### config.mk
export PLATFORM = sky130hd
export DESIGN_NAME = stepper_ramp_step_generator_core
export DESIGN_NICKNAME = d
export VERILOG_FILES = /design/src/hdl/srsg_pkg.sv /design/src/hdl/srsg_div.sv /design/src/hdl/srsg_motors.sv /design/src/hdl/stepper_ramp_step_generator_core.sv
export SDC_FILE = /design/constraint.sdc
export NUM_CORES = 1
export LEC_CHECK = 0
export BUFFER_PORTS_ARGS = -buffer_cell sky130_fd_sc_hd__buf_2
export CAP_MARGIN = 5
export CORE_MARGIN = 2
export CORE_UTILIZATION = 45
export DETAILED_ROUTE_END_ITERATION = 6
export PLACE_DENSITY = 0.73
export SLEW_MARGIN = 15
export SYNTH_ARGS = -nofsm -noshare
export SYNTH_HDL_FRONTEND = slang
export SYNTH_HIERARCHICAL = 1
export SYNTH_SLANG_ARGS = --single-unit
### constraint.sdc
create_clock -name clk -period 9.5 [get_ports clk]
set_input_delay 0.95 -clock clk [delete_from_list [all_inputs] [get_ports clk]]
set_output_delay 0.95 -clock clk [all_outputs]
set_load 0.005 [all_outputs]
### src/hdl/srsg_pkg.sv
// ----------------------------------------------------------------------------
// srsg_pkg
// Shared widths, codes and types of the stepper step generator.
// ----------------------------------------------------------------------------
package srsg_pkg;

    localparam int SPEED_W    = 16;
    localparam int ACCEL_W    = 15;
    localparam int DIVIDEND_W = 32;
    localparam int ZSP_W      = 16;
    localparam int DIR_W      = 2;
    localparam int POS_W      = 32;
    localparam int OUT_PER_W  = 16;
    localparam int PULSE_W    = 2;
    localparam int CFG_IDX_W  = 2;
    localparam int CFG_DATA_W = 32;

    localparam int MOTOR_COUNT_DEF = 2;
    localparam int PERIOD_BITS_DEF = 16;

    localparam logic [ACCEL_W-1:0]    MAX_ACCEL_RST     = 15'd8;
    localparam logic [DIVIDEND_W-1:0] RPM_TO_PERIOD_RST = 32'd37500;
    localparam logic [ZSP_W-1:0]      ZSP_RST           = 16'd65535;

    localparam logic [DIR_W-1:0] DIR_STOP = 2'd0;
    localparam logic [DIR_W-1:0] DIR_FWD  = 2'd1;
    localparam logic [DIR_W-1:0] DIR_REV  = 2'd2;

    localparam logic ACT_SET  = 1'b0;
    localparam logic ACT_TICK = 1'b1;

    localparam logic [CFG_IDX_W-1:0] REG_MAX_ACCEL     = 2'd0;
    localparam logic [CFG_IDX_W-1:0] REG_RPM_TO_PERIOD = 2'd1;
    localparam logic [CFG_IDX_W-1:0] REG_ZERO_SPEED    = 2'd2;

    typedef struct packed {
        logic tick;
        logic wr;
    } bank_ctl_t;

endpackage

### src/hdl/srsg_div.sv
// ----------------------------------------------------------------------------
// srsg_div
// Restoring serial divider, one quotient bit per cycle.
// ----------------------------------------------------------------------------
module srsg_div (
    input  logic                              clk,
    input  logic                              rst_n,
    input  logic                              start,
    input  logic [srsg_pkg::DIVIDEND_W-1:0]   dividend,
    input  logic [srsg_pkg::SPEED_W-1:0]      divisor,
    output logic                              done,
    output logic [srsg_pkg::DIVIDEND_W-1:0]   quotient
);
    import srsg_pkg::*;

    localparam int CNT_W = $clog2(DIVIDEND_W);
    localparam logic [CNT_W-1:0] CNT_LAST = CNT_W'(DIVIDEND_W - 1);

    logic                    busy_reg, busy_next;
    logic                    done_reg, done_next;
    logic [CNT_W-1:0]        count_reg, count_next;
    logic [SPEED_W-1:0]      divisor_reg, divisor_next;
    logic [SPEED_W-1:0]      rem_reg, rem_next;
    logic [DIVIDEND_W-1:0]   quot_reg, quot_next;

    logic [SPEED_W:0]        trial;
    logic [SPEED_W+1:0]      diff;
    logic                    ge;

    always_comb
    begin
        trial = {rem_reg, quot_reg[DIVIDEND_W-1]};
        diff  = {1'b0, trial} - {2'b00, divisor_reg};
        ge    = !diff[SPEED_W+1];

        busy_next    = busy_reg;
        done_next    = 1'b0;
        count_next   = count_reg;
        divisor_next = divisor_reg;
        rem_next     = rem_reg;
        quot_next    = quot_reg;

        if (start)
        begin
            busy_next    = 1'b1;
            count_next   = '0;
            divisor_next = divisor;
            rem_next     = '0;
            quot_next    = dividend;
        end
        else if (busy_reg)
        begin
            rem_next   = ge ? diff[SPEED_W-1:0] : trial[SPEED_W-1:0];
            quot_next  = {quot_reg[DIVIDEND_W-2:0], ge};
            count_next = count_reg + 1'b1;
            if (count_reg == CNT_LAST)
            begin
                busy_next = 1'b0;
                done_next = 1'b1;
            end
        end
    end

    always_ff @(posedge clk or negedge rst_n)
    begin
        if (!rst_n)
        begin
            busy_reg  <= 1'b0;
            done_reg  <= 1'b0;
            count_reg <= '0;
        end
        else
        begin
            busy_reg  <= busy_next;
            done_reg  <= done_next;
            count_reg <= count_next;
        end
    end

    always_ff @(posedge clk)
    begin
        divisor_reg <= divisor_next;
        rem_reg     <= rem_next;
        quot_reg    <= quot_next;
    end

    assign done     = done_reg;
    assign quotient = quot_reg;

endmodule

### src/hdl/srsg_motors.sv
// ----------------------------------------------------------------------------
// srsg_motors
// Per-motor state: speed, period, direction, pin, CTC counter, position.
// ----------------------------------------------------------------------------
module srsg_motors #(
    parameter int MOTOR_COUNT = srsg_pkg::MOTOR_COUNT_DEF,
    parameter int PERIOD_BITS = srsg_pkg::PERIOD_BITS_DEF,
    parameter int MIDX_W      = (MOTOR_COUNT > 1) ? $clog2(MOTOR_COUNT) : 1
) (
    input  logic                                clk,
    input  logic                                rst_n,
    input  srsg_pkg::bank_ctl_t                 ctl,
    input  logic [MIDX_W-1:0]                   sel,
    input  logic signed [srsg_pkg::SPEED_W-1:0] wr_speed,
    input  logic [PERIOD_BITS-1:0]              wr_period,
    input  logic [srsg_pkg::DIR_W-1:0]          wr_dir,
    output logic signed [srsg_pkg::SPEED_W-1:0] rd_speed,
    output logic [PERIOD_BITS-1:0]              rd_period,
    output logic [srsg_pkg::DIR_W-1:0]          rd_dir,
    output logic                                rd_level,
    output logic [srsg_pkg::PULSE_W-1:0]        pulses,
    output logic [srsg_pkg::POS_W-1:0]          pos_first,
    output logic [srsg_pkg::POS_W-1:0]          pos_second
);
    import srsg_pkg::*;

    logic signed [SPEED_W-1:0] speed_reg  [MOTOR_COUNT];
    logic signed [SPEED_W-1:0] speed_next [MOTOR_COUNT];
    logic [PERIOD_BITS-1:0]    period_reg [MOTOR_COUNT];
    logic [PERIOD_BITS-1:0]    period_next[MOTOR_COUNT];
    logic [DIR_W-1:0]          dir_reg    [MOTOR_COUNT];
    logic [DIR_W-1:0]          dir_next   [MOTOR_COUNT];
    logic                      level_reg  [MOTOR_COUNT];
    logic                      level_next [MOTOR_COUNT];
    logic [PERIOD_BITS-1:0]    cnt_reg    [MOTOR_COUNT];
    logic [PERIOD_BITS-1:0]    cnt_next   [MOTOR_COUNT];
    logic [POS_W-1:0]          pos_reg    [MOTOR_COUNT];
    logic [POS_W-1:0]          pos_next   [MOTOR_COUNT];
    logic [MOTOR_COUNT-1:0]    step_hit;

    always_comb
    begin
        for (int m = 0; m < MOTOR_COUNT; m++)
        begin
            speed_next[m]  = speed_reg[m];
            period_next[m] = period_reg[m];
            dir_next[m]    = dir_reg[m];
            level_next[m]  = level_reg[m];
            cnt_next[m]    = cnt_reg[m];
            pos_next[m]    = pos_reg[m];
            step_hit[m]    = (cnt_reg[m] == period_reg[m]) && (dir_reg[m] != DIR_STOP);

            if (ctl.tick)
            begin
                if (cnt_reg[m] == period_reg[m])
                begin
                    cnt_next[m] = '0;
                    if (dir_reg[m] == DIR_FWD)
                        pos_next[m] = pos_reg[m] + 1'b1;
                    else if (dir_reg[m] == DIR_REV)
                        pos_next[m] = pos_reg[m] - 1'b1;
                end
                else
                begin
                    cnt_next[m] = cnt_reg[m] + 1'b1;
                end
            end

            if (ctl.wr && (sel == MIDX_W'(m)))
            begin
                speed_next[m]  = wr_speed;
                period_next[m] = wr_period;
                dir_next[m]    = wr_dir;
                // odd motors drive the pin mirrored
                if (wr_dir != DIR_STOP)
                    level_next[m] = (wr_dir == DIR_FWD) ^ 1'(m);
                if (cnt_reg[m] > wr_period)
                    cnt_next[m] = '0;
            end
        end
    end

    always_ff @(posedge clk or negedge rst_n)
    begin
        if (!rst_n)
        begin
            for (int m = 0; m < MOTOR_COUNT; m++)
            begin
                speed_reg[m]  <= '0;
                period_reg[m] <= PERIOD_BITS'(ZSP_RST);
                dir_reg[m]    <= DIR_STOP;
                level_reg[m]  <= 1'b0;
                cnt_reg[m]    <= '0;
                pos_reg[m]    <= '0;
            end
        end
        else
        begin
            for (int m = 0; m < MOTOR_COUNT; m++)
            begin
                speed_reg[m]  <= speed_next[m];
                period_reg[m] <= period_next[m];
                dir_reg[m]    <= dir_next[m];
                level_reg[m]  <= level_next[m];
                cnt_reg[m]    <= cnt_next[m];
                pos_reg[m]    <= pos_next[m];
            end
        end
    end

    assign rd_speed  = speed_reg[sel];
    assign rd_period = period_reg[sel];
    assign rd_dir    = dir_reg[sel];
    assign rd_level  = level_reg[sel];
    assign pos_first = pos_reg[0];
    assign pulses[0] = step_hit[0];

    generate
        if (MOTOR_COUNT > 1)
        begin : g_second
            assign pos_second = pos_reg[1];
            assign pulses[1]  = step_hit[1];
        end
        else
        begin : g_single
            assign pos_second = '0;
            assign pulses[1]  = 1'b0;
        end
    endgenerate

endmodule

### src/hdl/stepper_ramp_step_generator_core.sv
// Tick word: accepted in ST_IDLE; ST_FINISH loads the result registers, then ST_IDLE.
// Speed word: ST_RAMP, ST_DIVIDE (divider), ST_WRITE (state write), ST_FINISH (result
// load), then ST_IDLE; a ramped speed of zero skips the divider (ST_RAMP to ST_WRITE).
// A stalled result holds the sequencer in ST_FINISH; in_ready is high only when idle.
// Async reset (rst_n low): registers at documented defaults, all motors stopped.
// ----------------------------------------------------------------------------
// stepper_ramp_step_generator_core
// Two-motor step generator with per-command acceleration limit.
// ----------------------------------------------------------------------------
module stepper_ramp_step_generator_core #(
    parameter int MOTOR_COUNT = srsg_pkg::MOTOR_COUNT_DEF,
    parameter int PERIOD_BITS = srsg_pkg::PERIOD_BITS_DEF
) (
    input  logic                                  clk,
    input  logic                                  rst_n,
    input  logic                                  in_valid,
    output logic                                  in_ready,
    input  logic                                  action,
    input  logic                                  motor,
    input  logic signed [srsg_pkg::SPEED_W-1:0]   rpm_target,
    output logic                                  out_valid,
    input  logic                                  out_ready,
    output logic signed [srsg_pkg::SPEED_W-1:0]   ramped_speed,
    output logic [srsg_pkg::OUT_PER_W-1:0]        compare_period,
    output logic [srsg_pkg::DIR_W-1:0]            motion_dir,
    output logic                                  dir_pin,
    output logic [srsg_pkg::PULSE_W-1:0]          step_pulses,
    output logic signed [srsg_pkg::POS_W-1:0]     position_first,
    output logic signed [srsg_pkg::POS_W-1:0]     position_second,
    input  logic                                  cfg_wr_en,
    input  logic [srsg_pkg::CFG_IDX_W-1:0]        cfg_index,
    input  logic [srsg_pkg::CFG_DATA_W-1:0]       cfg_data
);
    import srsg_pkg::*;

    localparam int MIDX_W = (MOTOR_COUNT > 1) ? $clog2(MOTOR_COUNT) : 1;
    localparam logic [DIVIDEND_W:0] PERIOD_MAX =
        (DIVIDEND_W+1)'((64'd1 << PERIOD_BITS) - 64'd1);

    typedef enum logic [2:0] {
        ST_IDLE,
        ST_RAMP,
        ST_DIVIDE,
        ST_WRITE,
        ST_FINISH
    } state_t;

    // configuration
    logic [ACCEL_W-1:0]    max_accel_reg;
    logic [DIVIDEND_W-1:0] rpm_to_period_reg;
    logic [ZSP_W-1:0]      zsp_reg;

    always_ff @(posedge clk or negedge rst_n)
    begin
        if (!rst_n)
        begin
            max_accel_reg     <= MAX_ACCEL_RST;
            rpm_to_period_reg <= RPM_TO_PERIOD_RST;
            zsp_reg           <= ZSP_RST;
        end
        else if (cfg_wr_en)
        begin
            case (cfg_index)
                REG_MAX_ACCEL:     max_accel_reg     <= cfg_data[ACCEL_W-1:0];
                REG_RPM_TO_PERIOD: rpm_to_period_reg <= cfg_data[DIVIDEND_W-1:0];
                REG_ZERO_SPEED:    zsp_reg           <= cfg_data[ZSP_W-1:0];
                default:           ;
            endcase
        end
    end

    // sequencer and result registers
    state_t                    state_reg, state_next;
    logic [MIDX_W-1:0]         sel_reg, sel_next;
    logic signed [SPEED_W-1:0] target_reg, target_next;
    logic signed [SPEED_W-1:0] speed_new_reg, speed_new_next;
    logic [PULSE_W-1:0]        pulses_reg, pulses_next;
    logic                      out_valid_reg, out_valid_next;
    logic signed [SPEED_W-1:0] ramped_speed_reg, ramped_speed_next;
    logic [OUT_PER_W-1:0]      compare_period_reg, compare_period_next;
    logic [DIR_W-1:0]          motion_dir_reg, motion_dir_next;
    logic                      dir_pin_reg, dir_pin_next;
    logic [PULSE_W-1:0]        step_pulses_reg, step_pulses_next;
    logic [POS_W-1:0]          pos_first_reg, pos_first_next;
    logic [POS_W-1:0]          pos_second_reg, pos_second_next;

    bank_ctl_t                 bank_ctl;
    logic signed [SPEED_W-1:0] rd_speed;
    logic [PERIOD_BITS-1:0]    rd_period;
    logic [DIR_W-1:0]          rd_dir;
    logic                      rd_level;
    logic [PULSE_W-1:0]        bank_pulses;
    logic [POS_W-1:0]          bank_pos_first;
    logic [POS_W-1:0]          bank_pos_second;
    logic [PERIOD_BITS-1:0]    wr_period;
    logic [DIR_W-1:0]          wr_dir;

    logic                      div_start;
    logic                      div_done;
    logic [DIVIDEND_W-1:0]     quotient;

    logic                      accept;
    logic                      motor_ok;
    logic signed [SPEED_W:0]   diff_c;
    logic signed [SPEED_W:0]   acc_c;
    logic signed [SPEED_W:0]   speed_ext;
    logic signed [SPEED_W-1:0] speed_ramp_c;
    logic [SPEED_W-1:0]        mag_c;
    logic                      period_ovf;

    assign accept   = in_valid && (state_reg == ST_IDLE);
    assign in_ready = (state_reg == ST_IDLE);
    assign motor_ok = (32'(motor) < 32'(MOTOR_COUNT));

    // acceleration limit
    always_comb
    begin
        speed_ext = {rd_speed[SPEED_W-1], rd_speed};
        acc_c     = signed'({2'b00, max_accel_reg});
        diff_c    = speed_ext - {target_reg[SPEED_W-1], target_reg};
        if (diff_c > acc_c)
            speed_ramp_c = SPEED_W'(speed_ext - acc_c);
        else if (diff_c < -acc_c)
            speed_ramp_c = SPEED_W'(speed_ext + acc_c);
        else
            speed_ramp_c = target_reg;
        mag_c = speed_ramp_c[SPEED_W-1] ? SPEED_W'(-speed_ramp_c) : speed_ramp_c;
    end

    assign div_start  = (state_reg == ST_RAMP) && (speed_ramp_c != '0);
    assign period_ovf = {1'b0, quotient} > PERIOD_MAX;

    always_comb
    begin
        if (speed_new_reg == '0)
        begin
            wr_dir    = DIR_STOP;
            wr_period = PERIOD_BITS'(zsp_reg);
        end
        else
        begin
            wr_dir    = speed_new_reg[SPEED_W-1] ? DIR_REV : DIR_FWD;
            wr_period = period_ovf ? PERIOD_BITS'(zsp_reg) : quotient[PERIOD_BITS-1:0];
        end
    end

    assign bank_ctl.tick = accept && (action == ACT_TICK);
    assign bank_ctl.wr   = (state_reg == ST_WRITE);

    always_comb
    begin
        state_next          = state_reg;
        sel_next            = sel_reg;
        target_next         = target_reg;
        speed_new_next      = speed_new_reg;
        pulses_next         = pulses_reg;
        out_valid_next      = out_valid_reg && !out_ready;
        ramped_speed_next   = ramped_speed_reg;
        compare_period_next = compare_period_reg;
        motion_dir_next     = motion_dir_reg;
        dir_pin_next        = dir_pin_reg;
        step_pulses_next    = step_pulses_reg;
        pos_first_next      = pos_first_reg;
        pos_second_next     = pos_second_reg;

        case (state_reg)
            ST_IDLE:
            begin
                if (accept)
                begin
                    sel_next    = motor_ok ? MIDX_W'(motor) : '0;
                    target_next = rpm_target;
                    pulses_next = (action == ACT_TICK) ? bank_pulses : '0;
                    if (action == ACT_SET && motor_ok)
                        state_next = ST_RAMP;
                    else
                        state_next = ST_FINISH;
                end
            end
            ST_RAMP:
            begin
                speed_new_next = speed_ramp_c;
                state_next     = div_start ? ST_DIVIDE : ST_WRITE;
            end
            ST_DIVIDE:
            begin
                if (div_done)
                    state_next = ST_WRITE;
            end
            ST_WRITE:
            begin
                state_next = ST_FINISH;
            end
            ST_FINISH:
            begin
                if (!out_valid_reg || out_ready)
                begin
                    out_valid_next      = 1'b1;
                    ramped_speed_next   = rd_speed;
                    compare_period_next = OUT_PER_W'(rd_period);
                    motion_dir_next     = rd_dir;
                    dir_pin_next        = rd_level;
                    step_pulses_next    = pulses_reg;
                    pos_first_next      = bank_pos_first;
                    pos_second_next     = bank_pos_second;
                    state_next          = ST_IDLE;
                end
            end
            default:
            begin
                state_next = ST_IDLE;
            end
        endcase
    end

    always_ff @(posedge clk or negedge rst_n)
    begin
        if (!rst_n)
        begin
            state_reg          <= ST_IDLE;
            sel_reg            <= '0;
            target_reg         <= '0;
            speed_new_reg      <= '0;
            pulses_reg         <= '0;
            out_valid_reg      <= 1'b0;
            ramped_speed_reg   <= '0;
            compare_period_reg <= '0;
            motion_dir_reg     <= DIR_STOP;
            dir_pin_reg        <= 1'b0;
            step_pulses_reg    <= '0;
            pos_first_reg      <= '0;
            pos_second_reg     <= '0;
        end
        else
        begin
            state_reg          <= state_next;
            sel_reg            <= sel_next;
            target_reg         <= target_next;
            speed_new_reg      <= speed_new_next;
            pulses_reg         <= pulses_next;
            out_valid_reg      <= out_valid_next;
            ramped_speed_reg   <= ramped_speed_next;
            compare_period_reg <= compare_period_next;
            motion_dir_reg     <= motion_dir_next;
            dir_pin_reg        <= dir_pin_next;
            step_pulses_reg    <= step_pulses_next;
            pos_first_reg      <= pos_first_next;
            pos_second_reg     <= pos_second_next;
        end
    end

    srsg_div u_div (
        .clk      (clk),
        .rst_n    (rst_n),
        .start    (div_start),
        .dividend (rpm_to_period_reg),
        .divisor  (mag_c),
        .done     (div_done),
        .quotient (quotient)
    );

    srsg_motors #(
        .MOTOR_COUNT (MOTOR_COUNT),
        .PERIOD_BITS (PERIOD_BITS),
        .MIDX_W      (MIDX_W)
    ) u_motors (
        .clk        (clk),
        .rst_n      (rst_n),
        .ctl        (bank_ctl),
        .sel        (sel_reg),
        .wr_speed   (speed_new_reg),
        .wr_period  (wr_period),
        .wr_dir     (wr_dir),
        .rd_speed   (rd_speed),
        .rd_period  (rd_period),
        .rd_dir     (rd_dir),
        .rd_level   (rd_level),
        .pulses     (bank_pulses),
        .pos_first  (bank_pos_first),
        .pos_second (bank_pos_second)
    );

    assign out_valid       = out_valid_reg;
    assign ramped_speed    = ramped_speed_reg;
    assign compare_period  = compare_period_reg;
    assign motion_dir      = motion_dir_reg;
    assign dir_pin         = dir_pin_reg;
    assign step_pulses     = step_pulses_reg;
    assign position_first  = pos_first_reg;
    assign position_second = pos_second_reg;

endmodule

== Yosys cells after proc, flatten, opt, wreduce, memory -nomap -nowiden ==
Index checks and enable logic that the tools add are counted.
Storage, ports and cells
  register bits: 440
  bits in latches: 0
  RAM bits: 0
  bits in read-only memories: 0
  input bits: 57
  output and inout bits: 103
  logic and storage cells: 157
  memories kept: 0
Cells by class
  add/sub/neg operators: 13
  multipliers: 0
  divide/modulo/power cells: 0
  $lt $le $gt $ge: 6
  eq/ne operators: 17
  shift operators: 0
  multiplexer cells: 51
  bitwise gates (word level): 3
  reduce and logical (&&, ||, !) cells: 32
Operators by type and width (number)
  $mux W16: 19
  $mux W32: 6
  $add A32 B1 Y32 const B: 2
  $sub A32 B1 Y32 const B: 2
  $add A16 B1 Y16 const B: 2
  $eq A16 B16 Y1: 2
  $gt A16 B16 Y1: 2
  $gt A32 B16 Y1 const B: 1
  $sub A17 B16 Y18: 1
  $gt A17 B16 Y1: 1
  $lt A17 B17 Y1: 1
  $neg A15 Y17: 1
  $sub A16 B16 Y17: 1
  $add A16 B16 Y16: 1
  $logic_not A16 Y1: 1
  $neg A16 Y16: 1
  $reduce_bool A16 Y1: 1
  $sub A16 B16 Y16: 1
  $mux W15: 1
  $pmux W3 S5: 1
  $reduce_and A2 Y1: 7
  $mux W1: 12
  $mux W2: 6
  $mux W3: 4
  20 further kinds: 45

== Depth between registers and ports, before layout ==
  word-level depth: 12
  depth in mapped cells: 32
  mapped depth without buffers: 29

== By module ==
The synthesis kept the hierarchy.
Modules (own cells, without submodules)
  stepper_ramp_step_generator_core: instances 1, cells each 1065, area an instance 11628.7 sq um, sequential area each 5111.2 sq um
  srsg_motors: instances 1, cells each 1151, area an instance 11126.9 sq um, sequential area each 4194.0 sq um
  srsg_div: instances 1, cells each 297, area an instance 3569.7 sq um, sequential area each 1936.9 sq um

== Least setup slack after synthesis ==
Ideal clock, no wire load.
  path kind: register to register
  start: register sel_reg
  end: register u_div.quot_reg[0], in the netlist u_div/quotient[0], enable pin
  library setup time: 387 ps
  arrival: 7513 ps
  required time: 9113 ps
  slack: 1601 ps
  cell stages (with the launch flop): 28
  buffers on the path: 4
  period minus slack after synthesis: 7899 ps
  path through: dfrtp_1 > buf_1 > mux2_2 > ha_1 > nor2b_1 > o31a_1 > or4_1 > a311oi_1 > o21bai_1 > a21oi_1 > xnor2_1 > ha_1 > nand2_1 > or4_1 > or4_1 > a31oi_2 > buf_6 > nor2_4 > buf_2 > o21a_1 > ha_1 > nand2_1 > nor4_4 > and4_1 > nor2_1 > clkbuf_1 > nor2_1 > inv_1
Between the ends
  longest elaborated chain between the ends: 11
  elaborated cells between the ends (all ways): 14
  classes of those cells: add/sub: 3; order compare: 2; mux: 5; bitwise: 1; reduce/logical: 3
RTL lines
  from (decl): RTL line stepper_ramp_step_generator_core.sv:74  | logic [MIDX_W-1:0] sel_reg, sel_next;
  from (signal assigned): RTL line stepper_ramp_step_generator_core.sv:237  | sel_reg <= sel_next;
  $not A1 Y2 (not written as such) (*): RTL line srsg_motors.sv:111  | assign rd_speed = speed_reg[sel];
  $mux W16 (not written as such) (*) (3 in series): RTL line srsg_motors.sv:111
  named net rd_speed[1]: RTL line stepper_ramp_step_generator_core.sv:88  | logic signed [SPEED_W-1:0] rd_speed;
  $sub A16 B16 Y17: RTL line stepper_ramp_step_generator_core.sv:120  | diff_c = speed_ext - {target_reg[SPEED_W-1], target_reg};
  $lt A17 B17 Y1: RTL line stepper_ramp_step_generator_core.sv:123  | else if (diff_c < -acc_c)
  $mux W16: RTL line stepper_ramp_step_generator_core.sv:123
  $mux W16 (*): RTL line stepper_ramp_step_generator_core.sv:121  | if (diff_c > acc_c)
  $reduce_bool A16 Y1 (*): RTL line stepper_ramp_step_generator_core.sv:130  | assign div_start = (state_reg == ST_RAMP) && (speed_ramp_c != '0);
  $logic_and A1 B1 Y1 (*): RTL line stepper_ramp_step_generator_core.sv:130
  named net div_start: RTL line stepper_ramp_step_generator_core.sv:98  | logic div_start;
  $reduce_bool A2 Y1 (no source line) (*)
  to (signal assigned): RTL line srsg_div.sv:84  | quot_reg <= quot_next;
  to (decl): RTL line srsg_div.sv:24  | logic [DIVIDEND_W-1:0] quot_reg, quot_next;
Mark *: on every way through the listed nets, which the timed path passes. The rest lies on a longest branch. The select of a mux whose other input is x is not followed.
A chain may end at the register's enable or synchronous reset.

== Worst setup path in the final report ==
  start: register sel_reg
  end: register u_div.quot_reg[1], in the netlist u_div/quotient[1], enable pin
Same word-level chain as after synthesis.

==> impl_metrics.ini <==
[clock_network]
cts_root_buf = clkbuf_16
clk_pin_slew_ns = 0.06
htree_levels = 2
clockBufferDepth = 3
clock_sinks = 440
insertion_delay_ns = 0.60
hold_buffers = 0
post_cts_resized = 0
cts_setup_buffers = 0
numCtsBuffers = 48
cts_tree = yes

[finish]
final_util = 0.511
drive_above_1_share = 0.245
area_delta_synth_final_pct = 12.3
nets = 2911
num_antenna_cells = 0

[routing]
antenna_left = 0
wire_per_inst_um = 20.4
drc = 0
vias = 19600
drtIter0Drc = 1299
wl_um = 70400
via_per_inst = 5.66
drt-pass1-iter-count = 5

[pwr]
p_comb_frac = 0.587
p_int_uw = 6550
p_leak_uw = 0.0138
cellPowerDensity_mw_per_mm2 = 409
power.switching_uw = 5560
power_uw = 12100
ir_drop_mv = 0.489
pwr-share-seq = 0.253
power.share.clock = 0.160
p_sw_frac = 0.459

[global_routing]
antenna_found_initial = 5
grt_max_degree = 173
gr-total-overflow = 0
grt_pass1_wl_um = 111000
grtUsageTotal = 0.234
grt_pass1_vias = 19900

[worst_setup_path]
crit_path_end_kind = flip-flop
slowest_stage = dfrtp_2
path_buf_inv = 3
path_class = reg2reg
required_ns = 9.80
crit_family = simple AND/OR/NAND/NOR gates
max_stage_delay_ns = 0.82
cp.arrival_ns = 8.44
start_kind = flip-flop
worstPathMaxFanout = 32

[logic_synthesis]
synth_area_mm2 = 0.0263
ys_async_sr_fraction = 0.855
synthCells = 2513
synth_seq_cells = 440
ys.warnings.count = 6
synth_area_leaders = dfrtp_1, mux2_2, ha_1
synth_top_area_cell = dfrtp_1
avgSynthCellArea_um2 = 10.5
yosysSeqAreaShare = 0.427
synth_flop_cell = dfrtp_1
yosysTopAreaCellShare = 0.303
synth_edf_count = 48
synth_cell_types = 102
syn_nets = 2773

[timing]
max_freq_mhz = 123
setup_violations = 0
worstMarginPinSlew_ns = 1.10
fin_setup_tns_ns = 0
skew_ns = 0.0234
setup_slack_ns = 1.36
post-route-period-util = 0.857
relSlewSlack = 0.264
maxSlewViolCount = 0
hold_violations = 0
fin_crit_ns = 8.14
rsz0062_at_grt = false

[floorplanning]
die_h_um = 246
initial_utilization = 0.455
pin_count = 160
num_rows = 88
coreArea_mm2 = 0.0578
dieArea_mm2 = 0.0605
die_w_um = 246

[placement]
dp_hpwl_um = 52600
dp_slack_ns = 1.48
portBuffers = 159
gp_congestion = 0.953

[run_status]
status = finished, final reports clean

[worst_hold_path]
hp-class = in2async

[run]
maxCapViolCount = 0
[Yosys cell counts (5+ instances only)]
master,count
a211oi_1,19
nor3_1,37
and4_1,7
buf_2,12
nor2b_1,17
ha_1,197
buf_1,17
edfxtp_1,48
nand2b_1,19
nand2_1,213
xnor2_1,123
or2_2,10
dfstp_2,57
nor4_1,13
or4_1,7
dfrtp_1,319
xor2_1,64
o21bai_1,17
dfxtp_1,16
a211o_1,6
clkbuf_1,59
o21a_1,20
o21ai_1,9
nor2_1,137
o21ai_0,173
mux2i_1,16
a31oi_1,14
mux2_2,282
nand4_1,46
inv_1,127
o31a_1,5
nand3_1,46
o31ai_1,9
a21o_1,63
fa_1,6
o221ai_1,6
o211ai_1,8
o2111ai_1,5
and2_1,10
a21oi_1,116
and3_1,24
[stage by stage]
| stage | cells | cell area, um2 | hold slack (ns) |
|---|---|---|---|
| finish | 3455 | 29600 | 0.379 |
| global route | 3455 | 29600 | 0.425 |
| CTS | 3455 | 29600 | 0.391 |
| detailed placement | 3366 | 27900 | 0.461 |
| global placement | 3366 | 27900 | 0.459 |
| floorplan | 2513 | 26300 | 0.438 |
[placed cells by master (no fill, tap or decap), types with 9 or more instances in the layout]
cell | synthesis | final
mux2i_1 | 16 | 16
buf_2 | 12 | 158
o21ai_1 | 9 | 9
o21bai_1 | 17 | 17
nand4_1 | 46 | 46
xnor2_1 | 123 | 123
clkbuf_1 | 59 | 12
xor2_1 | 64 | 64
o31ai_1 | 9 | 9
nand2_1 | 213 | 212
a21oi_1 | 116 | 116
o21ai_0 | 173 | 173
dfstp_2 | 57 | 57
ha_1 | 197 | 197
nor3_1 | 37 | 37
or2_2 | 10 | 10
dfrtp_1 | 319 | 318
a31oi_1 | 14 | 14
and3_1 | 24 | 24
a211oi_1 | 19 | 19
nor2b_1 | 17 | 16
a21o_1 | 63 | 63
clkinv_2 | 0 | 10
nor2_1 | 137 | 136
o21a_1 | 20 | 20
and2_1 | 10 | 10
mux2_2 | 282 | 282
buf_4 | 0 | 18
clkbuf_16 | 0 | 51
inv_1 | 127 | 127
edfxtp_1 | 48 | 48
nand2b_1 | 19 | 19
nor4_1 | 13 | 13
dfxtp_1 | 16 | 16
nand3_1 | 46 | 44
[cells by family (layout without fill, tap and decap cells)]
family	after synthesis	count (layout)	share of synthesized area
and+or+nand+nor	623	623	0.117
AOI/OAI and AO/OA	541	541	0.135
DFF	440	440	0.427
muxes	299	299	0.127
buffers and inverters	218	395	0.0325
adders and majority gates	205	205	0.0990
xor gates and xnor gates	187	187	0.0622
[path summary, 6_finish.rpt]
| check | depth (start not counted) | startpoint | end | slack [ns] |
|---|---|---|---|---|
| worst max-delay path | 25 | sel_reg$_DFFE_PN0P_ | u_div/quotient[1]$_DFFE_PP_ | 1.36 |
| worst min-delay path | 1 | rst_n | position_second[20]$_DFFE_PN0P_ | 0.38 |
| worst max register to register | 25 | sel_reg$_DFFE_PN0P_ | u_div/quotient[1]$_DFFE_PP_ | 1.36 |
| worst min register to register | 2 | u_div/rem_reg[15]$_SDFFE_PP0P_ | u_div/rem_reg[15]$_SDFFE_PP0P_ | 0.48 |
| max in group asynchronous | 3 | rst_n | max_accel_reg[13]$_DFFE_PN0P_ | 6.90 |
| min in group clk | 2 | u_div/rem_reg[15]$_SDFFE_PP0P_ | u_div/rem_reg[15]$_SDFFE_PP0P_ | 0.48 |
[power by group through the flow]
stage	sequential, uW	combinational (uW)	clock, uW
2_1_floorplan	2870	5160	0
3_3_place_gp	3050	6880	0
3_5_place_dp	3080	6990	0
4_1_cts	3050	7040	1980
5_1_grt	3110	7780	2060
6_report	3060	7110	1940
[metal layers]
metal / GRT usage / share of wire / up-vias
li1: - / - / 9275
met1: 0.317 / 0.46 / 9730
met2: 0.384 / 0.46 / 433
met3: 0.0393 / 0.052 / 109
met4: 0.0684 / 0.026 / 10
met5: 0 / 0.00092 / -
[layout make-up]
class / instances / area (um2)
clock buffer: 71 / 1430
sequential: 440 / 11200
tap: 765 / 957
timing repair buffer: 179 / 981
clock inverter: 18 / 210
inverter: 127 / 477
multi-input combinational: 1855 / 14300
fill: 5118 / 28200
No activity file was read; power rests on OpenSTA's default activity.
